File: config.mk
export PLATFORM = sky130hd
export DESIGN_NAME = periodic_task_tick_scheduler_core
export DESIGN_NICKNAME = d
export VERILOG_FILES = /design/src/hdl/ptts_pkg.sv /design/src/hdl/ptts_ram.sv /design/src/hdl/periodic_task_tick_scheduler_core.sv
export SDC_FILE = /design/constraint.sdc
export NUM_CORES = 1
export LEC_CHECK = 0
export ABC_CLOCK_PERIOD_IN_PS = 6600
export BUFFER_PORTS_ARGS = -buffer_cell sky130_fd_sc_hd__buf_2
export CAP_MARGIN = 40
export CORE_ASPECT_RATIO = 1.1
export CORE_MARGIN = 1
export CORE_UTILIZATION = 59
export CTS_BUF_LIST = sky130_fd_sc_hd__clkbuf_16
export DETAILED_ROUTE_END_ITERATION = 10
export PLACE_DENSITY_LB_ADDON = 0.25
export REMOVE_ABC_BUFFERS = 1
export SLEW_MARGIN = 25
export SYNTH_ARGS = -nofsm -noshare
export SYNTH_HDL_FRONTEND = slang
export SYNTH_SLANG_ARGS = --single-unit
export TNS_END_PERCENT = 50
File: constraint.sdc
create_clock -name clock -period 6.6 [get_ports clock]
set_clock_uncertainty 0.05 [all_clocks]
set_input_delay 0.33 -clock clock [delete_from_list [all_inputs] [get_ports clock]]
set_output_delay 0.33 -clock clock [all_outputs]
set_load 0.01 [all_outputs]
File: src/hdl/ptts_pkg.sv
// ----------------------------------------------------------------------------
// Periodic task tick scheduler package
// Shared types and constants: opcodes, beat payloads and the sequencer states.
// ----------------------------------------------------------------------------
package ptts_pkg;

   // Default number of task slots
   localparam int TASK_SLOTS_DEF = 8;

   // At most this many result beats per tick
   localparam int MAX_RESULTS = 8;
   localparam int RES_W       = $clog2(MAX_RESULTS);

   // Field widths
   localparam int OPCODE_W = 3;
   localparam int INDEX_W  = 3;
   localparam int TIME_W   = 16;

   typedef enum logic [OPCODE_W-1:0] {
      OP_TICK    = 3'd0,
      OP_CREATE  = 3'd1,
      OP_SUSPEND = 3'd2,
      OP_RESUME  = 3'd3,
      OP_DELETE  = 3'd4
   } opcode_type;

   typedef struct packed {
      logic [OPCODE_W-1:0] opcode;
      logic [INDEX_W-1:0]  task_index;
      logic [TIME_W-1:0]   period;
      logic [TIME_W-1:0]   first_delay;
   } req_type;

   typedef struct packed {
      logic               fire;
      logic [INDEX_W-1:0] task_id;
      logic               last;
   } rsp_type;

   typedef enum logic [1:0] {
      ST_IDLE,
      ST_WALK,
      ST_EMIT
   } state_type;

endpackage

File: src/hdl/ptts_ram.sv
// ----------------------------------------------------------------------------
// Generic RAM
// One write port and one read port, read data registered.
// ----------------------------------------------------------------------------
module ptts_ram #(
   parameter int WIDTH = 16,
   parameter int DEPTH = 8,
   parameter int AW    = (DEPTH > 1) ? $clog2(DEPTH) : 1
) (
   input  logic             clock,
   input  logic             wr_en,
   input  logic [AW-1:0]    wr_addr,
   input  logic [WIDTH-1:0] wr_data,
   input  logic             rd_en,
   input  logic [AW-1:0]    rd_addr,
   output logic [WIDTH-1:0] rd_data
);

   logic [WIDTH-1:0] mem_ff [DEPTH];
   logic [WIDTH-1:0] rd_data_ff;

   // Write one entry
   always_ff @(posedge clock) begin
      if (wr_en) begin
         mem_ff[wr_addr] <= wr_data;
      end
   end

   // Register read data
   always_ff @(posedge clock) begin
      if (rd_en) begin
         rd_data_ff <= mem_ff[rd_addr];
      end
   end

   assign rd_data = rd_data_ff;

endmodule

File: src/hdl/periodic_task_tick_scheduler_core.sv
// ----------------------------------------------------------------------------
// Periodic task tick scheduler core
// Time-triggered task table: create, suspend, resume, delete and tick.
// ----------------------------------------------------------------------------
// Usage:
//   req channel (req_valid/req_stall/req_data) takes one command beat.
//   Create, suspend, resume and delete update the slot table in the accept
//   cycle and give no result. A tick walks every slot through one shared
//   decrement unit, one slot per cycle, reading countdown and period from
//   RAM with a one-deep read pipeline. Then a scan over the fired slots
//   sends one rsp beat per firing slot in index order (at most eight),
//   the final one marked last; a tick where nothing fired sends one beat
//   with fire low and last high. The scan moves one slot per cycle while
//   rsp is not stalled. req_stall is high from tick accept until the last
//   result is loaded into the output register.
//   A stalled rsp beat holds in the output register; the scan then waits
//   at the next fired slot.
//   Reset clears all flags and per-slot valid bits at once; a slot whose
//   countdown or period was never written reads as zero. No clearing pass.
// ----------------------------------------------------------------------------
module periodic_task_tick_scheduler_core
   import ptts_pkg::*;
#(
   parameter int TASK_SLOTS = TASK_SLOTS_DEF
) (
   input  logic    clock,
   input  logic    reset,
   input  logic    req_valid,
   output logic    req_stall,
   input  req_type req_data,
   output logic    rsp_valid,
   input  logic    rsp_stall,
   output rsp_type rsp_data
);

   localparam int SLOT_W = (TASK_SLOTS > 1) ? $clog2(TASK_SLOTS) : 1;
   localparam int CNT_W  = $clog2(TASK_SLOTS + 1);

   // Sequencer and slot state
   state_type              state_ff, state_in;
   logic [CNT_W-1:0]       walk_ptr_ff, walk_ptr_in;
   logic                   rd_vld_ff, rd_vld_in;
   logic [SLOT_W-1:0]      rd_slot_ff, rd_slot_in;
   logic [TASK_SLOTS-1:0]  fired_ff, fired_in;
   logic [SLOT_W-1:0]      scan_ff, scan_in;
   logic [RES_W-1:0]       emit_cnt_ff, emit_cnt_in;
   logic [TASK_SLOTS-1:0]  active_ff, active_in;
   logic [TASK_SLOTS-1:0]  present_ff, present_in;
   logic [TASK_SLOTS-1:0]  cd_vld_ff, cd_vld_in;
   logic [TASK_SLOTS-1:0]  per_vld_ff, per_vld_in;
   logic                   rsp_valid_ff, rsp_valid_in;
   rsp_type                rsp_data_ff, rsp_data_in;

   // RAM ports
   logic                   cd_wr_en;
   logic [SLOT_W-1:0]      cd_wr_addr;
   logic [TIME_W-1:0]      cd_wr_data;
   logic                   per_wr_en;
   logic                   rd_en;
   logic [SLOT_W-1:0]      rd_addr;
   logic [TIME_W-1:0]      cd_rdata;
   logic [TIME_W-1:0]      per_rdata;

   // Shared decrement unit
   logic [TIME_W-1:0]      cd_val;
   logic [TIME_W-1:0]      per_val;
   logic                   cd_zero;
   logic [TIME_W-1:0]      dec_opnd;
   logic [TIME_W-1:0]      dec_res;

   // Command decode
   logic                   req_accept;
   logic                   idx_ok;
   logic [SLOT_W-1:0]      req_slot;
   logic                   is_tick;
   logic                   walk_done;
   logic                   out_free;
   logic                   any_fired;
   logic                   cur_fired;
   logic                   cur_last;
   logic [TASK_SLOTS-1:0]  fired_rest;

   assign req_stall  = (state_ff != ST_IDLE);
   assign req_accept = req_valid && !req_stall;
   assign idx_ok     = ({4'd0, req_data.task_index} < 7'(TASK_SLOTS));
   assign req_slot   = SLOT_W'(req_data.task_index);
   assign is_tick    = (req_data.opcode == OP_TICK);
   assign walk_done  = (walk_ptr_ff == CNT_W'(TASK_SLOTS)) && !rd_vld_ff;
   assign out_free   = !rsp_valid_ff || !rsp_stall;
   assign any_fired  = |fired_ff;
   assign cur_fired  = fired_ff[scan_ff];

   // Mark the last beat: no fired slot left, or the cap is reached
   always_comb begin
      fired_rest          = fired_ff;
      fired_rest[scan_ff] = 1'b0;
      cur_last = (fired_rest == '0) || (emit_cnt_ff == RES_W'(MAX_RESULTS - 1));
   end

   // Decrement unit: countdown - 1, or reload with period - 1 at zero
   assign cd_val   = cd_vld_ff[rd_slot_ff]  ? cd_rdata  : '0;
   assign per_val  = per_vld_ff[rd_slot_ff] ? per_rdata : '0;
   assign cd_zero  = (cd_val == '0);
   assign dec_opnd = cd_zero ? per_val : cd_val;
   assign dec_res  = dec_opnd - TIME_W'(1);

   // Next state
   always_comb begin
      state_in = state_ff;
      case (state_ff)
         ST_IDLE: begin
            if (req_accept && is_tick) begin
               state_in = ST_WALK;
            end
         end
         ST_WALK: begin
            if (walk_done) begin
               state_in = ST_EMIT;
            end
         end
         ST_EMIT: begin
            if (out_free && (!any_fired || (cur_fired && cur_last))) begin
               state_in = ST_IDLE;
            end
         end
         default: begin
            state_in = ST_IDLE;
         end
      endcase
   end

   // Datapath and RAM controls
   always_comb begin
      walk_ptr_in  = walk_ptr_ff;
      rd_vld_in    = 1'b0;
      rd_slot_in   = rd_slot_ff;
      fired_in     = fired_ff;
      scan_in      = scan_ff;
      emit_cnt_in  = emit_cnt_ff;
      active_in    = active_ff;
      present_in   = present_ff;
      cd_vld_in    = cd_vld_ff;
      per_vld_in   = per_vld_ff;
      rsp_valid_in = rsp_valid_ff && rsp_stall;
      rsp_data_in  = rsp_data_ff;
      cd_wr_en     = 1'b0;
      cd_wr_addr   = req_slot;
      cd_wr_data   = req_data.first_delay;
      per_wr_en    = 1'b0;
      rd_en        = 1'b0;
      rd_addr      = walk_ptr_ff[SLOT_W-1:0];

      case (state_ff)
         ST_IDLE: begin
            if (req_accept) begin
               if (is_tick) begin
                  walk_ptr_in = '0;
                  fired_in    = '0;
                  scan_in     = '0;
                  emit_cnt_in = '0;
               end else if (idx_ok) begin
                  case (req_data.opcode)
                     OP_CREATE: begin
                        cd_wr_en             = 1'b1;
                        per_wr_en            = 1'b1;
                        cd_vld_in[req_slot]  = 1'b1;
                        per_vld_in[req_slot] = 1'b1;
                        present_in[req_slot] = 1'b1;
                        active_in[req_slot]  = 1'b1;
                     end
                     OP_SUSPEND: begin
                        active_in[req_slot] = 1'b0;
                     end
                     OP_RESUME: begin
                        active_in[req_slot] = 1'b1;
                     end
                     OP_DELETE: begin
                        present_in[req_slot] = 1'b0;
                     end
                     default: begin
                     end
                  endcase
               end
            end
         end
         ST_WALK: begin
            // Issue the read for the next slot
            if (walk_ptr_ff != CNT_W'(TASK_SLOTS)) begin
               rd_en       = 1'b1;
               rd_vld_in   = 1'b1;
               rd_slot_in  = walk_ptr_ff[SLOT_W-1:0];
               walk_ptr_in = walk_ptr_ff + CNT_W'(1);
            end
            // Update the slot whose data came back
            if (rd_vld_ff && active_ff[rd_slot_ff]) begin
               cd_wr_en              = 1'b1;
               cd_wr_addr            = rd_slot_ff;
               cd_wr_data            = dec_res;
               cd_vld_in[rd_slot_ff] = 1'b1;
               if (cd_zero && present_ff[rd_slot_ff]) begin
                  fired_in[rd_slot_ff] = 1'b1;
               end
            end
         end
         ST_EMIT: begin
            if (!any_fired) begin
               // Empty tick: one beat with fire low
               if (out_free) begin
                  rsp_valid_in         = 1'b1;
                  rsp_data_in.fire     = 1'b0;
                  rsp_data_in.task_id  = '0;
                  rsp_data_in.last     = 1'b1;
               end
            end else if (cur_fired) begin
               if (out_free) begin
                  rsp_valid_in         = 1'b1;
                  rsp_data_in.fire     = 1'b1;
                  rsp_data_in.task_id  = INDEX_W'(scan_ff);
                  rsp_data_in.last     = cur_last;
                  fired_in[scan_ff]    = 1'b0;
                  emit_cnt_in          = emit_cnt_ff + RES_W'(1);
                  scan_in              = scan_ff + SLOT_W'(1);
                  if (cur_last) begin
                     fired_in = '0;
                  end
               end
            end else begin
               scan_in = scan_ff + SLOT_W'(1);
            end
         end
         default: begin
         end
      endcase
   end

   // Control registers
   always_ff @(posedge clock) begin
      if (reset) begin
         state_ff     <= ST_IDLE;
         walk_ptr_ff  <= '0;
         rd_vld_ff    <= 1'b0;
         fired_ff     <= '0;
         scan_ff      <= '0;
         emit_cnt_ff  <= '0;
         active_ff    <= '0;
         present_ff   <= '0;
         cd_vld_ff    <= '0;
         per_vld_ff   <= '0;
         rsp_valid_ff <= 1'b0;
      end else begin
         state_ff     <= state_in;
         walk_ptr_ff  <= walk_ptr_in;
         rd_vld_ff    <= rd_vld_in;
         fired_ff     <= fired_in;
         scan_ff      <= scan_in;
         emit_cnt_ff  <= emit_cnt_in;
         active_ff    <= active_in;
         present_ff   <= present_in;
         cd_vld_ff    <= cd_vld_in;
         per_vld_ff   <= per_vld_in;
         rsp_valid_ff <= rsp_valid_in;
      end
   end

   // Payload registers
   always_ff @(posedge clock) begin
      rd_slot_ff  <= rd_slot_in;
      rsp_data_ff <= rsp_data_in;
   end

   assign rsp_valid = rsp_valid_ff;
   assign rsp_data  = rsp_data_ff;

   // Countdown store
   ptts_ram #(
      .WIDTH (TIME_W),
      .DEPTH (TASK_SLOTS),
      .AW    (SLOT_W)
   ) u_cd_ram (
      .clock   (clock),
      .wr_en   (cd_wr_en),
      .wr_addr (cd_wr_addr),
      .wr_data (cd_wr_data),
      .rd_en   (rd_en),
      .rd_addr (rd_addr),
      .rd_data (cd_rdata)
   );

   // Period store
   ptts_ram #(
      .WIDTH (TIME_W),
      .DEPTH (TASK_SLOTS),
      .AW    (SLOT_W)
   ) u_per_ram (
      .clock   (clock),
      .wr_en   (per_wr_en),
      .wr_addr (req_slot),
      .wr_data (req_data.period),
      .rd_en   (rd_en),
      .rd_addr (rd_addr),
      .rd_data (per_rdata)
   );

endmodule

==> results.ini <==
[sta]
final_hold_viol_count=0
relSlewSlack_pct=42.4
period_share_pct=62.7
drv_slew=0
rsz0062_at_grt=false
worst_slew_pin_slew_ns=0.852
clock.fmax_mhz=242
setup-tns-final_ns=0
setup_viol=0
fin_crit_ns=4.14

[logic_synthesis]
syn_area_per_cell_um2=15.5
synth_area_mm2=0.0150
synth_flop_cell=edfxtp_1
ys_types=75
ys_seq_elements=350
ys_seq_area_share_pct=66.2
synth-async-reset-ratio_pct=0
synth_enable_flop_cells=296
yosys_warnings=0
syn_inst=974

[grt]
grt_overflow=0
antenna_found_initial=0
grt_first_pass_wirelength_um=50800
grt_usage_pct=25.8
grt_max_degree=41
grt_pass1_vias=8842

[finish]
diodes=0
design_area_mm2=0.0168
drive_above_1_share_pct=25.0
n_fill_cell=1665
multi_input_area_mm2=0.00485
final-seq-area_mm2=0.00998
nets=1085
areaGrowthSynthToFinish_pct=11.9
layoutNonFillerInstCount=1364
final_core_utilization_pct=68.0

[worst_hold_path]
hp-class=primary input to flop
hp-start=req_data[22]
min_to=u_per_ram.mem_ff[2][6]
min_path_cells=1

[routing]
detail_route.wl_per_cell_um=23.6
vias=8948
first_pass_iters=5
routed_via_density=6.56
drc_errors=0
ant_nets=0
drt_iter0_markers=783
wl_um=32200

[die]
rows=60
initial_core_util_pct=60.7
coreArea_mm2=0.0248
die-area_mm2=0.0262
die_h_um=170
fp.dieW_um=154
io_pins=49

[flow_run]
maxCapViolations=0

[clock_tree]
cts_made_buffers=35
post-cts-setup-buffer-count=0
path_clk_slew_ns=0.06
cts_hold_buf=0
clk_latency_ns=0.52
cts_resized=0
cts_buffer_depth=3
clockRootBuffer=clkbuf_16
cts_tree=done
cts_sinks=350
h-tree-depth=2

[power_and_ir_drop]
power_leakage_nw=5.47
ir_drop_mv=0.275
power_density_mw_per_mm2=324

[setup_path]
worstReg2RegEnd=u_cd_ram.mem_ff[1][10]
r2r_slack_ns=2.46
cp-end-kind=flop
crit_path_max_fanout=26
crit_type=flop to flop
required_ns=6.77
r2r-start=rd_slot_ff[0]
arrival_ns=4.30
start_kind=flop
r2r_cells=12

[run_status]
outcome=completed

[placed_design]
post_dp_cell_area_mm2=0.0158
place_congestion=0.889
placed_cells=1305
place_hpwl_um=20700
io_buffers=48

-- power by group --
group          internal [mW]  switching [mW]
clock network           1.08           0.791
registers               2.52           0.113
logic                  0.433           0.523
-- sequential cells by signal, summed over array words and instances (netlist names), named ones only --
name	count
rd_slot_ff	3
u_cd_ram.rd_data	16
rd_vld_ff	1
emit_cnt_ff	3
fired_ff	8
u_per_ram.rd_data	16
cd_vld_ff	8
per_vld_ff	8
u_per_ram.mem_ff	128
u_cd_ram.mem_ff	128
rsp_valid	1
walk_ptr_ff	4
state_ff	2
scan_ff	3
rsp_data	5
-- through the flow --
stage               power, mW  hold slack (ns)  setup WS (ns)
floorplan                3.37            0.349           2.07
global placement         3.59            0.398           2.77
detailed placement       3.63            0.409           2.56
CTS                      5.49           0.0167           2.51
global route             5.67           0.0336           2.12
finish                   5.46           0.0280           2.46
-- worst max-delay path, cell delays in order, from the launching register on --
cell,delay (ns)
edfxtp_1,0.32
buf_4,0.32
mux4_2,0.58
mux2i_2,0.45
a31oi_1,0.23
nor2_2,0.40
a22oi_1,0.17
ha_1,0.31
inv_1,0.16
o21ai_0,0.10
o21ai_0,0.09
a21oi_1,0.09
a31oi_1,0.56
-- Yosys cell counts (4+ instances only) --
master,number,area [um2]
o21ai_1,10,50.1
o311ai_1,4,35.0
o21ai_0,27,135
nand4_1,12,75.1
nor2b_1,6,37.5
a21o_1,4,30.0
o211ai_1,4,30.0
and3_1,4,25.0
xnor2_1,6,52.6
a31o_2,4,35.0
a211oi_1,7,52.6
o22ai_1,6,37.5
mux2_2,37,417
mux4_2,72,1620
clkbuf_1,36,135
a32oi_1,7,61.3
nand2b_1,11,68.8
xor2_1,5,43.8
nor3_1,17,85.1
nor4_1,5,31.3
nand3_1,12,60.1
a31oi_1,27,169
and2_1,5,31.3
a21oi_1,36,180
mux2i_1,13,130
buf_2,7,35.0
buf_1,5,18.8
or3_1,8,50.1
nor2_1,95,357
edfxtp_1,296,8890
ha_1,10,125
dfxtp_1,54,1080
a22oi_1,7,52.6
inv_1,14,52.6
nand2_1,37,139
-- logic make-up after synthesis --
kind of cell / Yosys count / share of synthesized area (%)
DFF: 350 / 66.2
and+or+nand+nor: 232 / 7.64
AOI/OAI and AO/OA: 182 / 8.22
muxes: 124 / 14.6
buffers and inverters: 65 / 1.83
xor gates and xnor gates: 11 / 0.640
adders and majority gates: 10 / 0.831
-- layer usage --
layer / wire length (um) / up-vias / global-route usage [%]
met5: 0 / - / 0
met4: 852 / 0 / 7.79
met3: 2460 / 68 / 4.32
met2: 15600 / 373 / 42.0
met1: 13300 / 4487 / 36.1
li1: - / 4020 / -
-- how the worst max path moves through the flow --
stage | start | slack (ns) | end
6_report | rd_slot_ff[0] | 2.46 | u_cd_ram.mem_ff[1][10]
5_1_grt | rd_slot_ff[0] | 2.12 | u_cd_ram.mem_ff[0][10]
4_1_cts | rd_slot_ff[0] | 2.51 | u_cd_ram.mem_ff[0][10]
3_5_place_dp | rd_slot_ff[0] | 2.56 | u_cd_ram.mem_ff[2][10]
3_3_place_gp | rd_slot_ff[0] | 2.77 | u_cd_ram.mem_ff[0][10]
2_1_floorplan | walk_ptr_ff[0] | 2.07 | rd_slot_ff[0]
-- final cells by class --
class	instances	share of cell area, %
Clock buffer	35	5.20
Clock inverter	23	1.08
Inverter	14	0.312
Multi-Input combinational cell	559	28.8
Sequential cell	350	59.2
Tap cell	310	2.30
Timing Repair Buffer	73	3.02
-- placed cells by master (no fill, tap or decap), drive strengths merged, types with 4 or more instances in the layout --
master	instances
dfxtp	54
o211ai	4
nand4	12
nor3	17
mux4	72
ha	10
a31oi	27
a21oi	36
clkbuf	35
buf	73
a22oi	7
clkinv	8
or3	9
and3	4
nor2b	6
nand2b	11
xor2	5
edfxtp	296
o22ai	6
nor4	6
nand3	12
and2	6
mux2	37
xnor2	6
o311ai	5
a21o	4
inv	25
nor2	96
nand2	37
a31o	7
a211oi	7
a32oi	7
o21ai	37
or4	4
mux2i	15
(Power assumes the default switching activity.)
